### src/hw/rtl/dpbp_pkg.sv
package dpbp_pkg;

  // Pixel position counters
  localparam int unsigned COORD_BITS = 12;
  localparam int unsigned CMP_W      = (COORD_BITS + 1 > 13) ? COORD_BITS + 1 : 13;

  // Register widths
  localparam int unsigned CFG_W      = 32;
  localparam int unsigned CFG_IDX_W  = 3;
  localparam int unsigned SIZE_W     = 13;
  localparam int unsigned CENTER_W   = 16;

  // Datapath widths
  localparam int unsigned DEPTH_W    = 16;
  localparam int unsigned COLOR_W    = 8;
  localparam int unsigned Z_W        = 32;
  localparam int unsigned COORD_W    = 40;
  localparam int unsigned MUL_W      = 32;
  localparam int unsigned PROD_W     = 2 * MUL_W;
  // offset magnitude |count*16 - center|
  localparam int unsigned DIFF_W     = (COORD_BITS + 4 > CENTER_W) ? COORD_BITS + 4 : CENTER_W;
  // hi word of offset*z, and hi*recip + (lo*recip >> 32)
  localparam int unsigned MAG_HI_W   = DIFF_W;
  localparam int unsigned ACC_W      = DIFF_W + 33;
  localparam int unsigned RES_W      = ACC_W - 4;

  localparam logic [COORD_W-1:0] POS_MAX = {1'b0, {(COORD_W-1){1'b1}}};
  localparam logic [COORD_W-1:0] NEG_MAG = {1'b1, {(COORD_W-1){1'b0}}};

  typedef enum logic [CFG_IDX_W-1:0] {
    REG_RECIP_DEPTH = 3'd0,
    REG_CENTER_X    = 3'd1,
    REG_CENTER_Y    = 3'd2,
    REG_RECIP_FX    = 3'd3,
    REG_RECIP_FY    = 3'd4,
    REG_WIDTH       = 3'd5,
    REG_HEIGHT      = 3'd6
  } cfg_reg_e;

  typedef enum logic [7:0] {
    ST_IDLE = 8'b0000_0001,
    ST_XD   = 8'b0000_0010,
    ST_XL   = 8'b0000_0100,
    ST_XH   = 8'b0000_1000,
    ST_YD   = 8'b0001_0000,
    ST_YL   = 8'b0010_0000,
    ST_YH   = 8'b0100_0000,
    ST_FIN  = 8'b1000_0000
  } seq_state_e;

  // Apply the sign to a truncated magnitude and saturate to 40 signed bits.
  function automatic logic [COORD_W-1:0] sat_coord(input logic neg,
                                                   input logic [RES_W-1:0] res);
    logic [COORD_W-1:0] mag;
    logic [COORD_W-1:0] out;
    begin
      if (neg) begin
        mag = (res > RES_W'(NEG_MAG)) ? NEG_MAG : res[COORD_W-1:0];
        out = COORD_W'(0) - mag;
      end else begin
        out = (res > RES_W'(POS_MAX)) ? POS_MAX : res[COORD_W-1:0];
      end
      return out;
    end
  endfunction

  // Wrap limit of a counter: a size of zero or above the counter span acts as the span.
  function automatic logic [CMP_W-1:0] size_limit(input logic [SIZE_W-1:0] size);
    logic [CMP_W-1:0] span;
    logic [CMP_W-1:0] ext;
    begin
      span = CMP_W'(1) << COORD_BITS;
      ext  = CMP_W'(size);
      return ((size == '0) || (ext > span)) ? span : ext;
    end
  endfunction

endpackage

### src/hw/rtl/depth_pixel_backprojection.sv
// Channel   | Handshake                   | Payload
// ----------+-----------------------------+------------------------------------------
// pixel in  | in_valid_i / in_stall_o     | depth_raw_i, pixel_blue/green/red_i
// point out | out_valid_o / out_stall_i   | point_x/y/z_o, out_red/green/blue_o
// config    | cfg_we_i (no wait)          | cfg_index_i, cfg_wdata_i
//
// A pixel with nonzero depth steps through XD, XL, XH, YD, YL, YH and FIN: one
// shared 32x32 multiplier with a registered product is used seven times (z, then
// offset*z, lo*recip and hi*recip for each lateral axis). A zero-depth pixel gives no point.
// The point goes into an output register, so the next pixel starts while it waits.
// A stalled output only holds the final step once the output register is still full.
// Reset (rst_ni low, asynchronous) loads the register defaults and zeroes counters.
module depth_pixel_backprojection
  import dpbp_pkg::*;
(
  input  logic                     clk_i,
  input  logic                     rst_ni,
  // configuration
  input  logic                     cfg_we_i,
  input  logic [CFG_IDX_W-1:0]     cfg_index_i,
  input  logic [CFG_W-1:0]         cfg_wdata_i,
  // pixel input
  input  logic                     in_valid_i,
  output logic                     in_stall_o,
  input  logic [DEPTH_W-1:0]       depth_raw_i,
  input  logic [COLOR_W-1:0]       pixel_blue_i,
  input  logic [COLOR_W-1:0]       pixel_green_i,
  input  logic [COLOR_W-1:0]       pixel_red_i,
  // point output
  output logic                     out_valid_o,
  input  logic                     out_stall_i,
  output logic signed [COORD_W-1:0] point_x_o,
  output logic signed [COORD_W-1:0] point_y_o,
  output logic [Z_W-1:0]           point_z_o,
  output logic [COLOR_W-1:0]       out_red_o,
  output logic [COLOR_W-1:0]       out_green_o,
  output logic [COLOR_W-1:0]       out_blue_o
);

  // Configuration registers
  logic [CFG_W-1:0]    recip_depth_q;
  logic [CENTER_W-1:0] center_x_q;
  logic [CENTER_W-1:0] center_y_q;
  logic [CFG_W-1:0]    recip_fx_q;
  logic [CFG_W-1:0]    recip_fy_q;
  logic [SIZE_W-1:0]   width_q;
  logic [SIZE_W-1:0]   height_q;

  // Sequencer and counters
  seq_state_e          state_q, state_d;
  logic [COORD_BITS-1:0] col_q, col_d;
  logic [COORD_BITS-1:0] row_q, row_d;

  // Datapath
  logic [MUL_W-1:0]    mul_a, mul_b;
  logic [PROD_W-1:0]   prod_q;
  logic [DIFF_W-1:0]   diff_x_q, diff_y_q;
  logic [DIFF_W-1:0]   diff_x_d, diff_y_d;
  logic                neg_x_q, neg_y_q;
  logic                neg_x_d, neg_y_d;
  logic [Z_W-1:0]      z_q;
  logic [MAG_HI_W-1:0] mag_hi_q;
  logic [MUL_W-1:0]    plo_hi_q;
  logic [COORD_W-1:0]  x_q;
  logic [COLOR_W-1:0]  red_q, green_q, blue_q;
  logic [ACC_W-1:0]    acc;
  logic [COORD_W-1:0]  coord;

  // Output register
  logic                out_valid_q;
  logic                out_free;
  logic                in_xfer;
  logic                out_xfer;
  logic                out_load;

  logic [DIFF_W-1:0]   pos_x, pos_y;
  logic [DIFF_W-1:0]   cen_x, cen_y;

  assign in_stall_o = (state_q != ST_IDLE);
  assign in_xfer    = in_valid_i && !in_stall_o;
  assign out_xfer   = out_valid_q && !out_stall_i;
  assign out_free   = !out_valid_q || !out_stall_i;
  assign out_load   = (state_q == ST_FIN) && out_free;
  assign out_valid_o = out_valid_q;

  // Offsets from the principal point, Q.4, split into sign and magnitude
  assign pos_x = DIFF_W'({col_q, 4'b0000});
  assign pos_y = DIFF_W'({row_q, 4'b0000});
  assign cen_x = DIFF_W'(center_x_q);
  assign cen_y = DIFF_W'(center_y_q);

  always_comb begin
    neg_x_d  = cen_x > pos_x;
    neg_y_d  = cen_y > pos_y;
    diff_x_d = neg_x_d ? (cen_x - pos_x) : (pos_x - cen_x);
    diff_y_d = neg_y_d ? (cen_y - pos_y) : (pos_y - cen_y);
  end

  // Counter advance: wrap at the size limit, also when already beyond a shrunk size
  always_comb begin
    col_d = col_q;
    row_d = row_q;
    if (in_xfer) begin
      if (CMP_W'(col_q) + CMP_W'(1) >= size_limit(width_q)) begin
        col_d = '0;
        if (CMP_W'(row_q) + CMP_W'(1) >= size_limit(height_q)) begin
          row_d = '0;
        end else begin
          row_d = row_q + COORD_BITS'(1);
        end
      end else begin
        col_d = col_q + COORD_BITS'(1);
      end
    end
  end

  // Shared multiplier operand select; the product is registered every cycle
  always_comb begin
    case (state_q)
      ST_IDLE: begin
        mul_a = MUL_W'(depth_raw_i);
        mul_b = recip_depth_q;
      end
      ST_XD: begin
        mul_a = MUL_W'(diff_x_q);
        mul_b = prod_q[Z_W+15:16];
      end
      ST_XL: begin
        mul_a = prod_q[MUL_W-1:0];
        mul_b = recip_fx_q;
      end
      ST_XH: begin
        mul_a = MUL_W'(mag_hi_q);
        mul_b = recip_fx_q;
      end
      ST_YD: begin
        mul_a = MUL_W'(diff_y_q);
        mul_b = z_q;
      end
      ST_YL: begin
        mul_a = prod_q[MUL_W-1:0];
        mul_b = recip_fy_q;
      end
      ST_YH, ST_FIN: begin
        // FIN repeats the last product so the y sum holds during an output stall
        mul_a = MUL_W'(mag_hi_q);
        mul_b = recip_fy_q;
      end
      default: begin
        mul_a = '0;
        mul_b = '0;
      end
    endcase
  end

  // hi*recip + (lo*recip >> 32), then drop four bits to get Q.16
  assign acc   = ACC_W'(prod_q[MAG_HI_W+MUL_W-1:0]) + ACC_W'(plo_hi_q);
  assign coord = sat_coord((state_q == ST_YD) ? neg_x_q : neg_y_q, acc[ACC_W-1:4]);

  always_comb begin
    case (state_q)
      ST_IDLE: state_d = (in_xfer && (depth_raw_i != '0)) ? ST_XD : ST_IDLE;
      ST_XD:   state_d = ST_XL;
      ST_XL:   state_d = ST_XH;
      ST_XH:   state_d = ST_YD;
      ST_YD:   state_d = ST_YL;
      ST_YL:   state_d = ST_YH;
      ST_YH:   state_d = ST_FIN;
      ST_FIN:  state_d = out_free ? ST_IDLE : ST_FIN;
      default: state_d = ST_IDLE;
    endcase
  end

  // Control state and configuration
  always_ff @(posedge clk_i or negedge rst_ni) begin
    if (!rst_ni) begin
      state_q       <= ST_IDLE;
      col_q         <= '0;
      row_q         <= '0;
      out_valid_q   <= 1'b0;
      recip_depth_q <= CFG_W'(4294967);
      center_x_q    <= CENTER_W'(5208);
      center_y_q    <= CENTER_W'(4056);
      recip_fx_q    <= CFG_W'(8291442);
      recip_fy_q    <= CFG_W'(8275467);
      width_q       <= SIZE_W'(640);
      height_q      <= SIZE_W'(480);
    end else begin
      state_q <= state_d;
      col_q   <= col_d;
      row_q   <= row_d;
      if (out_load) begin
        out_valid_q <= 1'b1;
      end else if (out_xfer) begin
        out_valid_q <= 1'b0;
      end
      if (cfg_we_i) begin
        case (cfg_index_i)
          REG_RECIP_DEPTH: recip_depth_q <= cfg_wdata_i;
          REG_CENTER_X:    center_x_q    <= cfg_wdata_i[CENTER_W-1:0];
          REG_CENTER_Y:    center_y_q    <= cfg_wdata_i[CENTER_W-1:0];
          REG_RECIP_FX:    recip_fx_q    <= cfg_wdata_i;
          REG_RECIP_FY:    recip_fy_q    <= cfg_wdata_i;
          REG_WIDTH:       width_q       <= cfg_wdata_i[SIZE_W-1:0];
          REG_HEIGHT:      height_q      <= cfg_wdata_i[SIZE_W-1:0];
          default: ;  // drop writes to unused indexes
        endcase
      end
    end
  end

  // Datapath registers, no reset needed
  always_ff @(posedge clk_i) begin
    prod_q <= PROD_W'(mul_a) * PROD_W'(mul_b);
    if (in_xfer) begin
      diff_x_q <= diff_x_d;
      diff_y_q <= diff_y_d;
      neg_x_q  <= neg_x_d;
      neg_y_q  <= neg_y_d;
      red_q    <= pixel_red_i;
      green_q  <= pixel_green_i;
      blue_q   <= pixel_blue_i;
    end
    if (state_q == ST_XD) begin
      z_q <= prod_q[Z_W+15:16];
    end
    if ((state_q == ST_XL) || (state_q == ST_YL)) begin
      mag_hi_q <= prod_q[MAG_HI_W+MUL_W-1:MUL_W];
    end
    if ((state_q == ST_XH) || (state_q == ST_YH)) begin
      plo_hi_q <= prod_q[PROD_W-1:MUL_W];
    end
    if (state_q == ST_YD) begin
      x_q <= coord;
    end
    if (out_load) begin
      point_x_o   <= x_q;
      point_y_o   <= coord;
      point_z_o   <= z_q;
      out_red_o   <= red_q;
      out_green_o <= green_q;
      out_blue_o  <= blue_q;
    end
  end

  // Assertions
  a_state_onehot: assert property (@(posedge clk_i) disable iff (!rst_ni)
    $onehot(state_q))
    else $error("sequencer state is not one-hot");

  a_zero_depth_skips: assert property (@(posedge clk_i) disable iff (!rst_ni)
    in_xfer && (depth_raw_i == '0) |=> (state_q == ST_IDLE))
    else $error("zero-depth pixel started a point");

  a_depth_starts: assert property (@(posedge clk_i) disable iff (!rst_ni)
    in_xfer && (depth_raw_i != '0) |=> (state_q == ST_XD))
    else $error("nonzero-depth pixel did not start a point");

  a_fin_loads: assert property (@(posedge clk_i) disable iff (!rst_ni)
    (state_q == ST_FIN) && out_free |=> out_valid_q && (state_q == ST_IDLE))
    else $error("final step did not load the output register");

  a_fin_holds: assert property (@(posedge clk_i) disable iff (!rst_ni)
    (state_q == ST_FIN) && !out_free |=> (state_q == ST_FIN) && $stable(plo_hi_q))
    else $error("final step lost its result during an output stall");

endmodule

### config.mk
export PLATFORM = sky130hd
export DESIGN_NAME = depth_pixel_backprojection
export DESIGN_NICKNAME = d
export VERILOG_FILES = /design/src/hw/rtl/dpbp_pkg.sv /design/src/hw/rtl/depth_pixel_backprojection.sv
export SDC_FILE = /design/constraint.sdc
export NUM_CORES = 2
export LEC_CHECK = 0
export BUFFER_PORTS_ARGS = -buffer_cell sky130_fd_sc_hd__buf_2
export CAP_MARGIN = 20
export CORE_AREA = 3 3 305 307
export DETAILED_ROUTE_END_ITERATION = 6
export DIE_AREA = 0 0 308 310
export PLACE_DENSITY = 0.93
export SETUP_SLACK_MARGIN = 0.3
export SKIP_LAST_GASP = 1
export SYNTH_ARGS = -nofsm -noshare
export SYNTH_HDL_FRONTEND = slang
export SYNTH_SLANG_ARGS = --single-unit
### constraint.sdc
create_clock -name clk_i -period 30.5 [get_ports clk_i]
set_input_delay 3.05 -clock clk_i [delete_from_list [all_inputs] [get_ports clk_i]]
set_output_delay 3.05 -clock clk_i [all_outputs]
set_load 0.02 [all_outputs]
# Word level (Yosys, flattened, before mapping)
# Index checks and enable logic that the tools add are counted.
# totals
input_bits	80
out_inout_bits	138
wordCells	109
latch_bits	0
n_memories	0
reg_bits	565
ram_bits	0
romBits	0
# classes
muxes	17
reduce_logical	29
n_bitwise	0
n_lt_le_gt_ge	8
shift	0
mul	1
n_div	0
addsub	10
eq_ne	15
# op_table
operator	n
32-bit case mux with 5 select lines	2
40-bit two-way mux	3
32-bit by 32-bit multiplier with 64-bit output	1
8-bit case mux with 8 select lines	1
16-bit subtractor	4
48-bit by 32-bit adder with 49-bit output	1
45-bit by 39-bit greater-than comparator with 1-bit output, second input constant	1
45-bit by 40-bit greater-than comparator with 1-bit output, second input constant	1
1-bit by 40-bit subtractor with 40-bit output, first input constant	1
16-bit greater-than comparator	2
16-bit two-way mux	2
12-bit by 1-bit adder with 13-bit output, second input constant	2
13-bit greater-or-equal comparator	2
13-bit greater-than comparator, second input constant	2
13-bit zero test	2
13-bit two-way mux	2
12-bit by 1-bit adder with 12-bit output, second input constant	2
12-bit two-way mux	2
2-bit AND reduction	8
16-bit nonzero test	1
3-bit equality test, second input constant	3
8-bit by 1-bit equality test with 1-bit output, second input constant	1
8-bit by 2-bit equality test with 1-bit output, second input constant	1
8-bit by 3-bit equality test with 1-bit output, second input constant	1
other kinds (18)	32

# Longest topological paths before layout
# logic_depth
ltp_word	6
ltp_mapped	40
mapped_depth_nobuf	37

# Worst setup path after synthesis
# OpenSTA, ideal clock, no wires.
# synth_path
path_type	in2reg
startpoint	input depth_raw_i[12]
endpoint	register prod_q[62]
t_required_ns	30.428
cell_stages	31
setup_time_ns	0.072
slack_ns	19.190
arrival_time_ns	11.238
path_cell_list	a22oi_1 > nand2_1 > a221oi_1 > clkbuf_1 > nor2_1 > fa_1 > fa_1 > fa_1 > inv_1 > fa_1 > inv_1 > fa_1 > ha_1 > fa_1 > inv_1 > fa_1 > inv_1 > ha_1 > clkbuf_1 > a211oi_1 > nand2_1 > a311oi_1 > a221oi_1 > a2111oi_0 > nor2_1 > a221oi_1 > o21ai_0 > a31oi_1 > o211ai_1 > a211oi_1 > xnor2_1
# synth_between
elab_chain_len	2
# synth_lines
item	line_no	text
from (decl)	depth_pixel_backprojection.sv:25	input logic [DEPTH_W-1:0] depth_raw_i,
32-bit case mux with 5 select lines	depth_pixel_backprojection.sv:119	case (state_q)
32-bit by 32-bit multiplier with 64-bit output	depth_pixel_backprojection.sv:214	prod_q <= PROD_W'(mul_a) * PROD_W'(mul_b);
to (signal assigned)	depth_pixel_backprojection.sv:214	
to (decl)	depth_pixel_backprojection.sv:56	logic [PROD_W-1:0] prod_q;
# No other way between the ends.
# A chain may end at the register's enable or synchronous reset.

# Final worst setup path
# layout_path
startpoint	input depth_raw_i[15]
endpoint	register prod_q[62]
# The elaborated chain is that of the path after synthesis.

==> flow_metrics.py <==
metrics = {
    "worst_setup_path": {
        "timing_worst_setup_path_type": "in2reg",
        "crit_path_max_incr_delay_ps": 570,
        "start_kind": "input pin",
        "regToRegSetupSlack_ps": 18630,
        "required_ps": 31050,
        "crit_arrival_ps": 12670,
        "cp_common_cell": "fa_1",
        "cp_slowest_cell": "fa_1",
        "end_kind": "flip-flop",
        "critPathMaxFanout": 18,
    },
    "drt": {
        "wire_per_inst_um": 26.7,
        "vias": 47300,
        "ant_nets": 0,
        "viasPerCell": 6.48,
        "remaining_drc_errors": 1,
        "wl_um": 195000,
        "first_pass_iters": 7,
        "drt_iter0_markers": 6418,
    },
    "synthesis": {
        "synthCells": 5957,
        "synth_seq_cells": 565,
        "async_flop_share_pct": 33.1,
        "ys_top_cells_by_area": "fa_1 31%, edfxtp_1 16%, ha_1 7.9%",
        "yosysWarnings": 0,
        "seq_area_frac_synth_pct": 26.4,
        "avgSynthCellArea_um2": 9.83,
        "synth_top_area_share_pct": 30.7,
        "synth_nets": 7304,
        "yosysUniqueCellTypes": 94,
        "synthesis.area_um2": 58600,
        "synth_top_cell_by_area": "fa_1",
        "synth_edf_count": 314,
        "synth-main-ff-cell": "edfxtp_1",
    },
    "global_routing": {
        "grt_pass1_wl_um": 294000,
        "first_global_vias": 49200,
        "grtUsageTotal_pct": 41.5,
        "antenna_found_initial": 13,
        "grt_max_degree": 116,
        "gr-total-overflow": 0,
    },
    "place": {
        "dp.cells": 7187,
        "dpl.hpwl_um": 148000,
        "post-place-ws_ps": 18150,
        "gp_congestion": 1.02,
        "io_buffers": 217,
    },
    "finish": {
        "finish.net_count": 7416,
        "final_util_pct": 69.9,
        "final_common_cell": "inv_1",
        "instances_no_fill": 7296,
        "area_growth_pct": 7.69,
        "fillers": 6338,
        "multi_input_area_um2": 38500,
        "seqCellArea_um2": 15500,
        "drive_gt1_share_pct": 11.3,
        "most-common-layout-cells": "1,028 x inv_1, 898 x fa_1, 758 x nand2_1",
    },
    "timing": {
        "min_period_ps": 12120,
        "worstMarginPinSlew_ps": 1460,
        "setup_ws_ps": 18380,
        "max_slew_margin_pct": 2.87,
        "skew_ps": 25.4,
        "grt_setup_unrepaired": "false",
        "setup-tns-final_ps": 0,
        "slew_violations": 0,
        "finalCritPeriodShare_pct": 39.8,
        "fmax_ghz": 0.0825,
        "setup-violations-final": 0,
        "hold_violations": 0,
    },
    "run_status": {
        "outcome": "complete, but fails checks",
        "violations": "DRC",
    },
    "die": {
        "die_area_um2": 95500,
        "die_w_um": 308,
        "core_area_um2": 90300,
        "start_util_pct": 64.9,
        "pin_count": 218,
        "rows": 110,
        "die_h_um": 310,
    },
    "cts": {
        "clk_latency_ps": 620,
        "clk_pin_slew_ps": 60,
        "cts_tree": "done",
        "cts_setup_buffers": 0,
        "ctsHoldBuffers": 0,
        "cts_buffers": 53,
        "h-tree-depth": 2,
        "cts_resized": 0,
        "root_buffer": "clkbuf_16",
        "clk_path_buf_depth": 3,
        "cts.sinks": 565,
    },
    "run": {
        "maxCapViolCount": 0,
    },
    "worst_hold_path": {
        "hold_path_class": "reg2reg",
    },
}
[registers in the layout (all words and copies together) (netlist names), 12 cells and up]
signal	flops
prod_q	64
point_x_o	40
point_y_o	40
x_q	40
plo_hi_q	32
point_z_o	32
recip_depth_q	32
recip_fx_q	32
recip_fy_q	32
z_q	32
cen_x	16
cen_y	16
diff_x_q	16
diff_y_q	16
mag_hi_q	16
height_q	13
width_q	13
col_q	12
row_q	12
[worst max-delay path: cells and delay by family]
kind / cells / cell delay (ps)
XOR/XNOR: 1 / 140
adder cells (fa/ha/maj): 9 / 4360
AO/OA/AOI/OAI: 11 / 3380
AND/OR/NAND/NOR: 4 / 780
buffers and inverters: 7 / 940
[cells in the mapped netlist, types with 7 or more instances]
library cell / number
a221o_1: 44
o22ai_1: 8
nand2_1: 763
a211oi_1: 20
and2_0: 7
a211o_1: 7
a31oi_1: 29
dfxtp_1: 64
nand2b_1: 55
edfxtp_1: 314
nor2_1: 662
fa_1: 898
dfstp_2: 54
and4_1: 7
o21ai_0: 141
mux2i_1: 17
nor3_1: 34
nor3b_1: 9
nand3_1: 48
and2_1: 32
xnor2_1: 95
a21oi_1: 174
a41oi_1: 7
a22oi_1: 49
xor2_1: 40
o31ai_1: 12
inv_1: 1028
o2111ai_1: 10
clkbuf_1: 259
o21bai_1: 24
o21a_1: 19
dfrtp_1: 133
mux2_2: 136
a221oi_1: 46
buf_1: 12
and3_1: 31
nor4_1: 21
a222oi_1: 7
a21o_1: 65
o211ai_1: 14
or2_2: 10
nor2b_1: 22
nand3b_1: 11
ha_1: 369
nand4_1: 33
[per-layer routing]
layer / track usage, % / wire [um]
met5: 0 / 58
met4: 28.4 / 17200
met3: 14.9 / 30700
met2: 60.7 / 81800
met1: 52.1 / 65200
[cell families (layout without fill, tap and decap cells)]
family	Yosys count	after routing	share of synthesized area (%)
buf+inv	1309	1464	8.42
mux	153	153	2.90
xor+xnor	136	136	2.05
compound gates	749	749	8.74
fa+ha+maj	1267	1267	38.6
other cells	0	8	0
flops	565	565	26.4
simple gates	1778	1778	12.9
[layout make-up]
class                   count  area share [%]
clock buffers              65            2.24
repair buffers            335            3.21
clock inverters            33           0.528
well taps                1176            2.33
multi-input cells        4083            61.0
flip-flops and latches    565            24.5
diodes                      8          0.0317
inverters                1031            6.13
[through the flow]
stage	area, um2	hold slack (ps)
global placement	61200	400
CTS	63000	413
finish	63100	413
detailed placement	61300	405
global route	63100	419
floorplan	58600	386
[path summary, 6_finish.rpt]
check,from,end,cells past startpoint
max in group asynchronous,rst_ni,recip_depth_q[18],2
worst max-delay path,depth_raw_i[15],prod_q[62],32
min in group asynchronous,rst_ni,row_q[4],1
worst max register to register,state_q[4],prod_q[62],34
worst min register to register,x_q[7],point_x_o[7],0
worst min-delay path,x_q[7],point_x_o[7],0
Power is left out: the tool's default activity adds up to more than one toggle a clock period on the data nets, which glitch-free logic cannot reach.
